<file path="config.mk">
export PLATFORM = sky130hd
export DESIGN_NAME = interrupt_controller_regs_top
export DESIGN_NICKNAME = d
export VERILOG_FILES = /design/src/rtl/core/icr_pkg.sv /design/src/rtl/core/icr_ctrl.sv /design/src/rtl/core/icr_dp.sv /design/src/rtl/core/interrupt_controller_regs_top.sv
export VERILOG_INCLUDE_DIRS = /design/src /design/src/rtl/core
export SDC_FILE = /design/constraint.sdc
export NUM_CORES = 1
export LEC_CHECK = 0
export ABC_AREA = 1
export BUFFER_PORTS_ARGS = -buffer_cell sky130_fd_sc_hd__buf_2
export CAP_MARGIN = 20
export CORE_ASPECT_RATIO = 2
export CORE_UTILIZATION = 31
export CTS_CLUSTER_DIAMETER = 30
export CTS_CLUSTER_SIZE = 8
export DETAILED_ROUTE_END_ITERATION = 10
export HOLD_SLACK_MARGIN = 0.02
export MAX_ROUTING_LAYER = met4
export PLACE_DENSITY = 0.56
export REMOVE_ABC_BUFFERS = 1
export SLEW_MARGIN = 20
export SYNTH_ARGS = -nofsm -noshare
export SYNTH_HDL_FRONTEND = slang
export SYNTH_SLANG_ARGS = --single-unit
</file>
<file path="constraint.sdc">
create_clock -name clk -period 12.77 [get_ports clk]
set_input_delay 3.831 -clock clk [delete_from_list [all_inputs] [get_ports clk]]
set_output_delay 3.831 -clock clk [all_outputs]
set_load 0.005 [all_outputs]
</file>
<file path="src/rtl/core/assert_macros.svh">
// Assertion helpers; the including scope provides clk and rst.
`ifndef ASSERT_MACROS_SVH
`define ASSERT_MACROS_SVH

// Property holds at every edge outside reset.
`define ICR_ASSERT(name, prop, msg) \
  name: assert property (@(posedge clk) disable iff (rst) prop) else $error(msg);

// When ante holds, cons holds in the next cycle.
`define ICR_ASSERT_NEXT(name, ante, cons, msg) \
  name: assert property (@(posedge clk) disable iff (rst) (ante) |=> (cons)) else $error(msg);

`endif

</file>
<file path="src/rtl/core/icr_pkg.sv">
`timescale 1ns / 1ps

package icr_pkg;

  localparam int ADDR_W    = 26;
  localparam int SIZE_W    = 4;
  localparam int DATA_W    = 32;
  localparam int SRC_NUM_W = 6;
  localparam int CTX_NUM_W = 4;
  localparam int PRIO_W    = 3;

  localparam int SOURCES_DEF  = 63;
  localparam int CONTEXTS_DEF = 2;

  localparam int PRIORITY_BASE = 0;
  localparam int PENDING_BASE  = 4096;
  localparam int ENABLE_BASE   = 8192;
  localparam int REGION_SIZE   = 67108864;
  localparam int ENABLE_STRIDE = 'h80;
  localparam int ENABLE_SLOTS  = 16;
  localparam int CTX_SPAN      = 'h1000;

  localparam logic [SIZE_W-1:0] ACCESS_BYTES = 4'd4;
  localparam logic [3:0]        THR_NIB      = 4'h0;
  localparam logic [3:0]        CLAIM_NIB    = 4'h4;

  typedef enum logic [1:0] {
    OP_READ,
    OP_WRITE,
    OP_LINE,
    OP_CHECK
  } op_t;

  typedef enum logic [1:0] {
    FLT_NONE,
    FLT_LOAD,
    FLT_STORE
  } fault_t;

  typedef enum logic [2:0] {
    ST_CLEAR,
    ST_IDLE,
    ST_EXEC,
    ST_RDWAIT,
    ST_SCAN,
    ST_DONE
  } state_t;

  typedef struct packed {
    logic load;
    logic clr_step;
    logic line_wr;
    logic bus_wr;
    logic rd_issue;
    logic scan_start;
    logic scan_step;
    logic claim_set;
    logic out_ld;
  } cmd_t;

  typedef struct packed {
    op_t  op;
    logic chk_ok;
    logic clr_last;
    logic hit;
    logic last;
  } sts_t;

  function automatic int idx_w(input int n);
    return (n > 1) ? $clog2(n) : 1;
  endfunction

endpackage

</file>
<file path="src/rtl/core/icr_ctrl.sv">
`timescale 1ns / 1ps

module icr_ctrl
  import icr_pkg::*;
(
  input  logic clk,
  input  logic rst,
  input  logic in_valid,
  output logic in_stall,
  output logic out_valid,
  input  logic out_stall,
  input  sts_t sts,
  output cmd_t cmd
);

  state_t state;
  state_t state_next;
  logic   out_valid_next;

  always_ff @(posedge clk) begin
    if (rst) begin
      state     <= ST_CLEAR;
      out_valid <= 1'b0;
    end else begin
      state     <= state_next;
      out_valid <= out_valid_next;
    end
  end

  always_comb begin
    cmd        = '0;
    state_next = state;
    case (state)
      ST_CLEAR: begin
        cmd.clr_step = 1'b1;
        if (sts.clr_last) state_next = ST_IDLE;
      end
      ST_IDLE: begin
        if (in_valid) begin
          cmd.load   = 1'b1;
          state_next = ST_EXEC;
        end
      end
      ST_EXEC: begin
        case (sts.op)
          OP_LINE: begin
            cmd.line_wr = 1'b1;
            state_next  = ST_DONE;
          end
          OP_WRITE: begin
            cmd.bus_wr = 1'b1;
            state_next = ST_DONE;
          end
          OP_READ: begin
            cmd.rd_issue = 1'b1;
            state_next   = ST_RDWAIT;
          end
          OP_CHECK: begin
            if (sts.chk_ok) begin
              cmd.scan_start = 1'b1;
              state_next     = ST_SCAN;
            end else begin
              state_next = ST_DONE;
            end
          end
          default: state_next = ST_DONE;
        endcase
      end
      ST_RDWAIT: state_next = ST_DONE;
      ST_SCAN: begin
        cmd.scan_step = 1'b1;
        if (sts.hit) begin
          cmd.claim_set = 1'b1;
          state_next    = ST_DONE;
        end else if (sts.last) begin
          state_next = ST_DONE;
        end
      end
      ST_DONE: begin
        if (!out_valid || !out_stall) begin
          cmd.out_ld = 1'b1;
          state_next = ST_IDLE;
        end
      end
      default: state_next = ST_IDLE;
    endcase
  end

  assign in_stall       = (state != ST_IDLE);
  assign out_valid_next = cmd.out_ld | (out_valid & out_stall);

endmodule

</file>
<file path="src/rtl/core/icr_dp.sv">
`timescale 1ns / 1ps

module icr_dp
  import icr_pkg::*;
#(
  parameter int SOURCES  = SOURCES_DEF,
  parameter int CONTEXTS = CONTEXTS_DEF
) (
  input  logic                 clk,
  input  logic                 rst,
  input  cmd_t                 cmd,
  output sts_t                 sts,
  input  logic [1:0]           opcode,
  input  logic [ADDR_W-1:0]    bus_address,
  input  logic [SIZE_W-1:0]    access_size,
  input  logic [DATA_W-1:0]    write_value,
  input  logic                 line_level,
  input  logic [SRC_NUM_W-1:0] source_number,
  input  logic [CTX_NUM_W-1:0] target_context,
  output logic [DATA_W-1:0]    read_value,
  output logic [1:0]           fault_code,
  output logic                 irq_found
);

  localparam int WORDS     = (SOURCES + 32) / 32;
  localparam int SRC_W     = $clog2(SOURCES + 1);
  localparam int WIDX_W    = idx_w(WORDS);
  localparam int PEND_N    = WORDS * 32;
  localparam int PIDX_W    = $clog2(PEND_N);
  localparam int EN_N      = CONTEXTS * WORDS;
  localparam int EN_W      = idx_w(EN_N);
  localparam int CTX_W     = idx_w(CONTEXTS);
  localparam int SRC_MAX   = 2 ** SRC_NUM_W - 1;
  localparam int SCAN_LAST = (SOURCES < SRC_MAX) ? SOURCES : SRC_MAX;
  localparam int CLR_N     = ((SOURCES + 1) > EN_N) ? (SOURCES + 1) : EN_N;
  localparam int CLR_W     = idx_w(CLR_N);
  localparam int ADDR_OK   = REGION_SIZE - 4;
  localparam int PRIO_END  = PRIORITY_BASE + 4 * (SOURCES + 1);
  localparam int PEND_END  = PENDING_BASE + 4 * WORDS;
  localparam int EN_END    = ENABLE_BASE + ENABLE_STRIDE * ENABLE_SLOTS;
  localparam int EW_HI     = $clog2(ENABLE_STRIDE) - 1;
  localparam int EC_LO     = EW_HI + 1;
  localparam int EC_HI     = EC_LO + $clog2(ENABLE_SLOTS) - 1;
  localparam int CTX_LO    = $clog2(CTX_SPAN);

  // latched item
  op_t                  op_q;
  logic [ADDR_W-1:0]    addr_q;
  logic [SIZE_W-1:0]    size_q;
  logic [DATA_W-1:0]    data_q;
  logic                 level_q;
  logic [SRC_NUM_W-1:0] src_q;
  logic [CTX_NUM_W-1:0] tctx_q;

  always_ff @(posedge clk) begin
    if (cmd.load) begin
      op_q    <= op_t'(opcode);
      addr_q  <= bus_address;
      size_q  <= access_size;
      data_q  <= write_value;
      level_q <= line_level;
      src_q   <= source_number;
      tctx_q  <= target_context;
    end
  end

  // address decode
  logic                  fault;
  logic                  sel_prio, sel_pend, sel_en, sel_thr, sel_claim;
  logic                  in_pend, in_enr, en_hit, en_ctx_ok, rctx_ok, rest;
  logic [SRC_W-1:0]      p_idx;
  logic [WIDX_W-1:0]     pw;
  logic [EW_HI-2:0]      ew;
  logic [EC_HI-EC_LO:0]  ectx;
  logic [CTX_NUM_W-1:0]  rctx;
  logic [EN_W-1:0]       en_idx_bus;
  logic [CTX_W-1:0]      cidx;

  always_comb begin
    fault      = (size_q != ACCESS_BYTES) || (addr_q > ADDR_W'(ADDR_OK));
    // priority block starts at offset zero
    sel_prio   = addr_q < ADDR_W'(PRIO_END);
    p_idx      = addr_q[SRC_W+1:2];
    in_pend    = (addr_q >= ADDR_W'(PENDING_BASE)) && (addr_q < ADDR_W'(PEND_END));
    pw         = addr_q[WIDX_W+1:2];
    in_enr     = (addr_q >= ADDR_W'(ENABLE_BASE)) && (addr_q < ADDR_W'(EN_END));
    ew         = addr_q[EW_HI:2];
    ectx       = addr_q[EC_HI:EC_LO];
    en_hit     = in_enr && (32'(ew) < WORDS);
    en_ctx_ok  = 32'(ectx) < CONTEXTS;
    en_idx_bus = EN_W'(32'(ectx) * WORDS + 32'(ew));
    rctx       = addr_q[CTX_LO+CTX_NUM_W-1:CTX_LO];
    rctx_ok    = 32'(rctx) < CONTEXTS;
    sel_pend   = !sel_prio && in_pend;
    sel_en     = !sel_prio && !in_pend && en_hit;
    rest       = !sel_prio && !in_pend && !en_hit;
    sel_thr    = rest && (addr_q[3:0] == THR_NIB);
    sel_claim  = rest && (addr_q[3:0] == CLAIM_NIB);
    cidx       = (op_q == OP_CHECK) ? CTX_W'(tctx_q) : CTX_W'(rctx);
  end

  // clearing pass after reset
  logic [CLR_W-1:0] cl_cnt;

  always_ff @(posedge clk) begin
    if (rst) begin
      cl_cnt <= '0;
    end else if (cmd.clr_step) begin
      cl_cnt <= cl_cnt + CLR_W'(1);
    end
  end

  // scan pipeline: read issue, then evaluate in the next cycle
  logic [SRC_W-1:0] s_cnt;
  logic [SRC_W-1:0] s_d;
  logic             sd_vld;
  logic             iss_done;
  logic             issue;

  assign issue = cmd.scan_step && !iss_done;

  always_ff @(posedge clk) begin
    if (rst) begin
      s_cnt    <= '0;
      s_d      <= '0;
      sd_vld   <= 1'b0;
      iss_done <= 1'b0;
    end else if (cmd.scan_start) begin
      s_cnt    <= SRC_W'(1);
      sd_vld   <= 1'b0;
      iss_done <= 1'b0;
    end else if (cmd.scan_step) begin
      sd_vld <= issue;
      if (issue) begin
        s_d <= s_cnt;
        if (s_cnt == SRC_W'(SCAN_LAST)) begin
          iss_done <= 1'b1;
        end else begin
          s_cnt <= s_cnt + SRC_W'(1);
        end
      end
    end
  end

  // priority memory
  logic [PRIO_W-1:0] prio_mem [0:SOURCES];
  logic [PRIO_W-1:0] prio_rd;
  logic              prio_we, prio_re;
  logic [SRC_W-1:0]  prio_wa, prio_ra;
  logic [PRIO_W-1:0] prio_wd;

  // enable memory
  logic [DATA_W-1:0] en_mem [0:EN_N-1];
  logic [DATA_W-1:0] en_rd;
  logic              en_we, en_re;
  logic [EN_W-1:0]   en_wa, en_ra;
  logic [DATA_W-1:0] en_wd;

  logic bus_ok_wr;
  assign bus_ok_wr = cmd.bus_wr && !fault;

  always_comb begin
    prio_we = 1'b0;
    prio_wa = p_idx;
    prio_wd = data_q[PRIO_W-1:0];
    en_we   = 1'b0;
    en_wa   = en_idx_bus;
    en_wd   = (ew == '0) ? {data_q[DATA_W-1:1], 1'b0} : data_q;
    if (cmd.clr_step) begin
      prio_we = 32'(cl_cnt) <= SOURCES;
      prio_wa = cl_cnt[SRC_W-1:0];
      prio_wd = '0;
      en_we   = 32'(cl_cnt) < EN_N;
      en_wa   = cl_cnt[EN_W-1:0];
      en_wd   = '0;
    end else if (bus_ok_wr) begin
      // source zero has a fixed priority of zero
      prio_we = sel_prio && (p_idx != '0);
      en_we   = sel_en && en_ctx_ok;
    end
    prio_re = issue || (cmd.rd_issue && sel_prio);
    prio_ra = issue ? s_cnt : p_idx;
    en_re   = issue || (cmd.rd_issue && sel_en && en_ctx_ok);
    en_ra   = issue ? EN_W'(32'(tctx_q) * WORDS + (32'(s_cnt) >> 5)) : en_idx_bus;
  end

  always_ff @(posedge clk) begin
    if (prio_we) prio_mem[prio_wa] <= prio_wd;
    if (prio_re) prio_rd <= prio_mem[prio_ra];
  end

  always_ff @(posedge clk) begin
    if (en_we) en_mem[en_wa] <= en_wd;
    if (en_re) en_rd <= en_mem[en_ra];
  end

  // pending bits, thresholds, claims
  logic [PEND_N-1:0]    pend;
  logic [PRIO_W-1:0]    thr   [CONTEXTS];
  logic [SRC_NUM_W-1:0] claim [CONTEXTS];
  logic                 found;

  always_ff @(posedge clk) begin
    if (rst) begin
      pend <= '0;
    end else if (cmd.line_wr && (src_q != '0) && (32'(src_q) <= SOURCES)) begin
      pend[PIDX_W'(src_q)] <= level_q;
    end
  end

  always_ff @(posedge clk) begin
    if (rst) begin
      for (int i = 0; i < CONTEXTS; i++) begin
        thr[i]   <= '0;
        claim[i] <= '0;
      end
    end else begin
      if (bus_ok_wr && sel_thr && rctx_ok) thr[cidx] <= data_q[PRIO_W-1:0];
      if (bus_ok_wr && sel_claim && rctx_ok) begin
        claim[cidx] <= '0;
      end else if (cmd.claim_set) begin
        claim[cidx] <= SRC_NUM_W'(s_d);
      end
    end
  end

  always_ff @(posedge clk) begin
    if (rst) begin
      found <= 1'b0;
    end else if (cmd.load) begin
      found <= 1'b0;
    end else if (cmd.claim_set) begin
      found <= 1'b1;
    end
  end

  // status
  always_comb begin
    sts.op       = op_q;
    sts.chk_ok   = 32'(tctx_q) < CONTEXTS;
    sts.clr_last = cl_cnt == CLR_W'(CLR_N - 1);
    sts.hit      = sd_vld && pend[PIDX_W'(s_d)] && en_rd[5'(s_d)] && (prio_rd > thr[cidx]);
    sts.last     = sd_vld && (s_d == SRC_W'(SCAN_LAST));
  end

  // read data and result word
  logic [DATA_W-1:0] rd_val;
  fault_t            flt;

  always_comb begin
    rd_val = '0;
    if (sel_prio) begin
      rd_val = DATA_W'(prio_rd);
    end else if (sel_pend) begin
      rd_val = pend[32 * 32'(pw) +: DATA_W];
    end else if (sel_en && en_ctx_ok) begin
      rd_val = en_rd;
    end else if (sel_thr && rctx_ok) begin
      rd_val = DATA_W'(thr[cidx]);
    end else if (sel_claim && rctx_ok) begin
      rd_val = DATA_W'(claim[cidx]);
    end
    flt = FLT_NONE;
    if (fault && (op_q == OP_READ)) flt = FLT_LOAD;
    if (fault && (op_q == OP_WRITE)) flt = FLT_STORE;
  end

  always_ff @(posedge clk) begin
    if (cmd.out_ld) begin
      read_value <= ((op_q == OP_READ) && !fault) ? rd_val : '0;
      fault_code <= flt;
      irq_found  <= found;
    end
  end

endmodule

</file>
<file path="src/rtl/core/interrupt_controller_regs_top.sv">
// Channel | Handshake           | Word
// --------+---------------------+------------------------------------------------
// in      | in_valid / in_stall | opcode, bus_address, access_size, write_value,
//         |                     | line_level, source_number, target_context
// out     | out_valid/out_stall | read_value, fault_code, irq_found
//
// One item at a time. A bus read goes through a registered memory read; a check of
// an out-of-range context ends without a scan. Other checks stop at the first
// qualifying source or after source min(SOURCES, 63); the serial scan takes one
// source per cycle through the priority and enable memories.
// After reset, a clearing pass zeroes both memories with in_stall high.
// A waiting result sits in the output register; out_stall holds it there and
// the next item is taken meanwhile, holding at its last step until the register frees.
`timescale 1ns / 1ps
`include "assert_macros.svh"

module interrupt_controller_regs_top
  import icr_pkg::*;
#(
  parameter int SOURCES  = SOURCES_DEF,
  parameter int CONTEXTS = CONTEXTS_DEF
) (
  input  logic                 clk,
  input  logic                 rst,
  input  logic                 in_valid,
  output logic                 in_stall,
  input  logic [1:0]           opcode,
  input  logic [ADDR_W-1:0]    bus_address,
  input  logic [SIZE_W-1:0]    access_size,
  input  logic [DATA_W-1:0]    write_value,
  input  logic                 line_level,
  input  logic [SRC_NUM_W-1:0] source_number,
  input  logic [CTX_NUM_W-1:0] target_context,
  output logic                 out_valid,
  input  logic                 out_stall,
  output logic [DATA_W-1:0]    read_value,
  output logic [1:0]           fault_code,
  output logic                 irq_found
);

  cmd_t cmd;
  sts_t sts;

  icr_ctrl u_ctrl (
    .clk       (clk),
    .rst       (rst),
    .in_valid  (in_valid),
    .in_stall  (in_stall),
    .out_valid (out_valid),
    .out_stall (out_stall),
    .sts       (sts),
    .cmd       (cmd)
  );

  icr_dp #(
    .SOURCES  (SOURCES),
    .CONTEXTS (CONTEXTS)
  ) u_dp (
    .clk            (clk),
    .rst            (rst),
    .cmd            (cmd),
    .sts            (sts),
    .opcode         (opcode),
    .bus_address    (bus_address),
    .access_size    (access_size),
    .write_value    (write_value),
    .line_level     (line_level),
    .source_number  (source_number),
    .target_context (target_context),
    .read_value     (read_value),
    .fault_code     (fault_code),
    .irq_found      (irq_found)
  );

  `ICR_ASSERT(a_fault_clean, (out_valid && fault_code != FLT_NONE) |-> (read_value == '0 && !irq_found), "faulted word carries data or irq")
  `ICR_ASSERT(a_claim_on_hit, cmd.claim_set |-> sts.hit, "claim updated without a qualifying source")
  `ICR_ASSERT_NEXT(a_out_after_ld, cmd.out_ld, out_valid, "result loaded but not presented")
  `ICR_ASSERT_NEXT(a_one_item, in_valid && !in_stall, in_stall, "second word taken while busy")

endmodule
</file>
# Yosys cells after proc, flatten, opt, wreduce, memory -nomap -nowiden
# Memories as Yosys holds them, arrays and structs flattened. A register that Yosys moved wholly into a read port is not among the register bits.
# Cells that the tools add are included.
word_totals:
  input_bits: 79
  out_inout_bits: 37
  n_memories: 4
  ramBits: 338
  register_bits: 199
memory_table:
  columns: ["name", "depth", "width", "read_ports", "rd_clocked_by_memory_dff", "write_ports", "line_no", "text"]
  rows:
  - ["u_dp.prio_mem", 64, 3, 1, 1, 1, "icr_dp.sv:146", "logic [PRIO_W-1:0] prio_mem [0:SOURCES];"]
  - ["u_dp.en_mem", 4, 32, 1, 1, 1, "icr_dp.sv:153", "logic [DATA_W-1:0] en_mem [0:EN_N-1];"]
  - ["u_dp.claim", 2, 6, 1, 0, 2, "icr_dp.sv:200", "logic [SRC_NUM_W-1:0] claim [CONTEXTS];"]
  - ["u_dp.thr", 2, 3, 1, 0, 2, "icr_dp.sv:199", "logic [PRIO_W-1:0] thr [CONTEXTS];"]
op_classes:
  mux: 73
  addsub: 4
  n_lt_le_gt_ge: 16
  n_reduce_logical: 61
  eq_ne: 19
  bitwise_logic: 6
  n_shift: 1
ops:
  columns: ["operator", "n"]
  rows:
  - ["32-bit two-way mux", 4]
  - ["64-bit bitwise mux", 1]
  - ["64-bit by 7-bit variable part select with 32-bit output", 1]
  - ["1-bit two-way mux", 46]
  - ["1-bit logical AND", 31]
  - ["6-bit two-way mux", 5]
  - ["26-bit by 13-bit >= comparator with 1-bit output (second input constant)", 1]
  - ["26-bit by 14-bit >= comparator with 1-bit output (second input constant)", 1]
  - ["26-bit > comparator (second input constant)", 1]
  - ["26-bit by 13-bit less-than comparator with 1-bit output (second input constant)", 1]
  - ["26-bit by 14-bit less-than comparator with 1-bit output (second input constant)", 1]
  - ["26-bit by 9-bit less-than comparator with 1-bit output (second input constant)", 1]
  - ["3-bit two-way mux", 8]
  - ["6-bit == test (second input constant)", 3]
  - ["3-bit one-hot mux with 6 select lines", 1]
  - ["6-bit by 7-bit less-than comparator with 1-bit output (second input constant)", 2]
  - ["6-bit by 1-bit adder with 6-bit output (second input constant)", 2]
  - ["4-bit by 2-bit less-than comparator with 1-bit output (second input constant)", 3]
  - ["3-bit AND reduction", 4]
  - ["6-bit nonzero test", 2]
  - ["3-bit one-hot mux with 3 select lines", 1]
  - ["2-bit OR reduction", 4]
  - ["1-bit logical NOT", 7]
  - ["1-bit binary-select mux with 6-bit select", 1]
  - ["other kinds (34)", 48]

# Depth between registers and ports, before layout
logic_depth:
  word_depth: 14
  mapped_depth: 19
  mapped_depth_nobuf: 19

# Hierarchy
# From an unflattened synthesis, not the netlist that was laid out.
hier_totals:
  cells_unflattened: 2348
  hier_area_um2: 25020.2
by_module_without_submodules:
  columns: ["module", "area_each_um2", "cells_per_inst", "instances", "seq_area_each_um2"]
  rows:
  - ["icr_dp", 24663.7, 2286, 1, 16205.5]
  - ["icr_ctrl", 356.6, 62, 1, 80.1]

# Worst setup path after synthesis
# No wires, ideal clock.
synth_path:
  kind: "input to register"
  startpoint: "input port in_valid"
  endpoint: "register u_dp.addr_q[0], enable pin"
  stages: 2
  t_arrival_ns: 7.020
  path_buffers: 0
  required_ns: 12.260
  setup_slack_ns: 5.240
  cell_sequence: "inv_1 -> nor2_1"
synth_lines:
  columns: ["element", "line_no", "text"]
  rows:
  - ["from (decl)", "interrupt_controller_regs_top.sv:25", "input logic in_valid,"]
  - ["to (signal assigned)", "icr_dp.sv:58", "addr_q <= bus_address;"]
  - ["to (decl)", "icr_dp.sv:48", "logic [ADDR_W-1:0] addr_q;"]

# Worst setup path in the final report
layout_path:
  startpoint: "register u_ctrl.state[0]"
  endpoint: "output port in_stall"
layout_between:
  elab_chain_len: 1
layout_rtl:
  columns: ["element", "line_no", "text"]
  rows:
  - ["from (decl)", "icr_ctrl.sv:16", "state_t state;"]
  - ["from (signal assigned)", "icr_ctrl.sv:25", "state <= state_next;"]
  - ["3-bit by 1-bit inequality test with 1-bit output", "icr_ctrl.sv:89", "assign in_stall = (state != ST_IDLE);"]
  - ["to (decl)", "interrupt_controller_regs_top.sv:26", "output logic in_stall,"]
# Every way passes these cells.

==> impl_metrics.env <==
export IMPL_filler_cell_count=8044
export IMPL_grt_first_pass_wirelength_um=108000
export IMPL_layout_cells_non_filler=3764
export IMPL_final_setup_violation_count=0
export IMPL_power_density_nw_per_um2=237
export IMPL_dpl_cell_count=3608
export IMPL_ys_seq_area_share_pct=63.9
export IMPL_setup_worst_path_class="register to output pin"
export IMPL_cp_arrival_ps=1740
export IMPL_finalHoldViolCount=0
export IMPL_cellInternalPower_uw=4590
export IMPL_place_detailed_hpwl_um=48200
export IMPL_share_comb_of_total_power_pct=28.4
export IMPL_pwr_share_clk_pct=33.3
export IMPL_count_of_hold_fix_buffers_inserted_at_cts=0
export IMPL_share_seq_of_total_power_pct=38.3
export IMPL_synth_top_cell_by_area="edfxtp_1"
export IMPL_cts_root_buffer="clkbuf_16"
export IMPL_total_die_area_um2=83400
export IMPL_routed_wl_um=71200
export IMPL_switching_power_uw=2540
export IMPL_post_drt_via_cell_ratio=4.92
export IMPL_grt_start_max_net_pins=80
export IMPL_top_level_ports=116
export IMPL_dr_total_vias=18500
export IMPL_portBuffers=115
export IMPL_final_min_period_over_clock_period_pct=43.6
export IMPL_ctsHtreeMaxLevel=3
export IMPL_power_total_uw=7130
export IMPL_synth_edf_count=483
export IMPL_yosys_cell_types_count=49
export IMPL_timing_worst_slew_pin_value_ps=1060
export IMPL_worst_ir_drop_vdd_mv=0.150
export IMPL_antenna_violations_before_repair=6
export IMPL_drc=0
export IMPL_hold_path_class="register to register"
export IMPL_timing_final_crit_period_ps=5570
export IMPL_synth_flop_cell="edfxtp_1"
export IMPL_crit_required_ps=8940
export IMPL_synthCells=2538
export IMPL_drv_max_cap_violation_count=0
export IMPL_clock_tree_from_tritoncts="built"
export IMPL_post_synth_most_frequent_cells="600 x nand2_1, 483 x edfxtp_1, 280 x inv_1"
export IMPL_placementRows=148
export IMPL_async_flop_share_pct=0
export IMPL_rsz0062_at_grt="false"
export IMPL_worst_setup_ep_type="output pin"
export IMPL_tritoncts_num_buffers=95
export IMPL_synth_avg_cell_area_um2=10.0
export IMPL_drtPass1Iterations=5
export IMPL_total_negative_slack_ps=0
export IMPL_overflow=0
export IMPL_post_synth_main_area_contributors="edfxtp_1 57%, nand2_1 8.8%, dfxtp_1 7.0%"
export IMPL_grt_pass1_vias=18700
export IMPL_areaGrowthSynthToFinish_pct=17.9
export IMPL_share_of_cells_above_drive_strength_1_pct=12.4
export IMPL_netSwitchingFraction_pct=35.6
export IMPL_fin_skew_ps=53.5
export IMPL_slew_violations=0
export IMPL_regToRegStartpoint="u_dp.op_q[0]"
export IMPL_gp_congestion=0.896
export IMPL_post_route_util_pct=36.9
export IMPL_hold_path_startpoint="u_dp.pend[0]"
export IMPL_initial_utilization_pct=31.3
export IMPL_placement_cell_area_um2=27100
export IMPL_synth_largest_type_area_fraction_pct=56.9
export IMPL_status="finished clean"
export IMPL_design_final_nets=2743
export IMPL_clk_pin_slew_ps=50
export IMPL_clock_path_buffers=3
export IMPL_fmaxAchievable_mhz=180
export IMPL_core_um2=81300
export IMPL_worst_setup_path_startpoint="u_ctrl.state[0]"
export IMPL_detail_route_iter0_violations=1146
export IMPL_final_cell_area_um2=30000
export IMPL_netlist_area_um2=25500
export IMPL_postSynthRegisterBits=572
export IMPL_timing_max_slew_rel_slack_pct=28.6
export IMPL_cts_sinks=572
export IMPL_synth_most_common_cell="nand2_1"
export IMPL_leakagePower_uw=0.0111
export IMPL_grt_util_all_layers_pct=17.7
export IMPL_worst_setup_path_start_kind="register"
export IMPL_drt_wirelength_per_cell_um=18.9
export IMPL_maximum_net_fanout_on_the_critical_path=4
export IMPL_post_cts_resized=0
export IMPL_final_antenna_net_count=0
export IMPL_fp_dieW_um=205
export IMPL_synth_yosys_warnings=0
export IMPL_clkLatencyLatePin_ps=660
export IMPL_postCtsSetupRepairBufs=0
export IMPL_die_h_um=407
-- area by class of cell --
class / count / area, µm² / area share [%]
diodes: 2 / 5.00 / 0.0167
clock buffers: 118 / 2510 / 8.37
clock inverters: 36 / 434 / 1.45
inverters: 297 / 1120 / 3.72
multi-input cells: 1549 / 7580 / 25.2
flip-flops and latches: 572 / 16300 / 54.2
well taps: 1050 / 1310 / 4.37
repair buffers: 140 / 787 / 2.62
-- cell families (layout without fill, tap and decap cells) --
kind of cell	count (synthesis)	after routing	synth area share [%]
and+or+nand+nor	1212	1212	21.4
xor gates and xnor gates	3	3	0.103
AOI/OAI and AO/OA	324	324	7.28
muxes	1	1	0.0393
buffers and inverters	417	591	6.84
other	0	2	0
DFF	572	572	63.9
adders and majority gates	9	9	0.442
-- worst max-delay path, cell delays in order (launching register included) --
cell and delay [ps]:
dfxtp_1 390, inv_1 90, nor2_1 130, inv_1 50
nor2_1 160, inv_1 130, buf_2 150
-- cells in the final DEF (no fill, tap or decap), types with 32 or more instances in the layout --
cell	netlist	layout
clkbuf_16	0	95
dfxtp_1	89	88
o21ai_0	116	115
edfxtp_1	483	483
a32oi_1	32	32
nand3_1	271	271
inv_1	280	279
nor2_1	186	178
nand2_1	600	599
nand3b_1	72	72
a21oi_1	134	133
buf_2	43	115
-- final timing paths --
kind | endpoint | slack (ps) | cells past startpoint
worst max-delay path | in_stall | 7200 | 6
worst min-delay path | u_dp.pend[0] | 440 | 2
worst max register to register | u_dp.claim[1][3] | 8350 | 18
worst min register to register | u_dp.pend[0] | 440 | 2
-- state kept, by name, indices dropped and copies added (netlist names), 2 cells and up --
name and cells:
u_dp.size_q 4, u_dp.cl_cnt 6, u_dp.prio_mem 192, u_dp.s_d 6, u_dp.tctx_q 4, u_ctrl.state 3, u_dp.en_mem 128, u_dp.thr 6
u_dp.s_cnt 6, u_dp.addr_q 26, u_dp.prio_rd 3, u_dp.claim 12, u_dp.src_q 6, u_dp.fault_code 2, u_dp.op_q 2, u_dp.pend 64
u_dp.en_rd 32, u_dp.read_value 32, u_dp.data_q 32
-- power groups by stage --
stage	Clock [µW]	Combinational, µW	Sequential [µW]
after CTS	2410	2050	2730
after floorplan	0	1200	2770
after global routing	2490	2230	2760
after detailed placement	0	2050	2770
final	2370	2020	2730
after global placement	0	2020	2760
-- metal layers --
layer / wire (µm) / track usage [%] / share of wire, %
met1: 24200 / 16.8 / 34
met2: 40000 / 33.2 / 56
met3: 2950 / 2.45 / 4.1
met4: 4100 / 10.4 / 5.8
met5: 0 / - / 0
-- per-stage QoR --
step | hold slack [ps] | setup WS (ps)
2_1_floorplan | 409 | 5240
3_3_place_gp | 429 | 7320
3_5_place_dp | 433 | 7310
4_1_cts | 441 | 7150
5_1_grt | 461 | 7100
6_report | 441 | 7200
(Power assumes the default switching activity.)
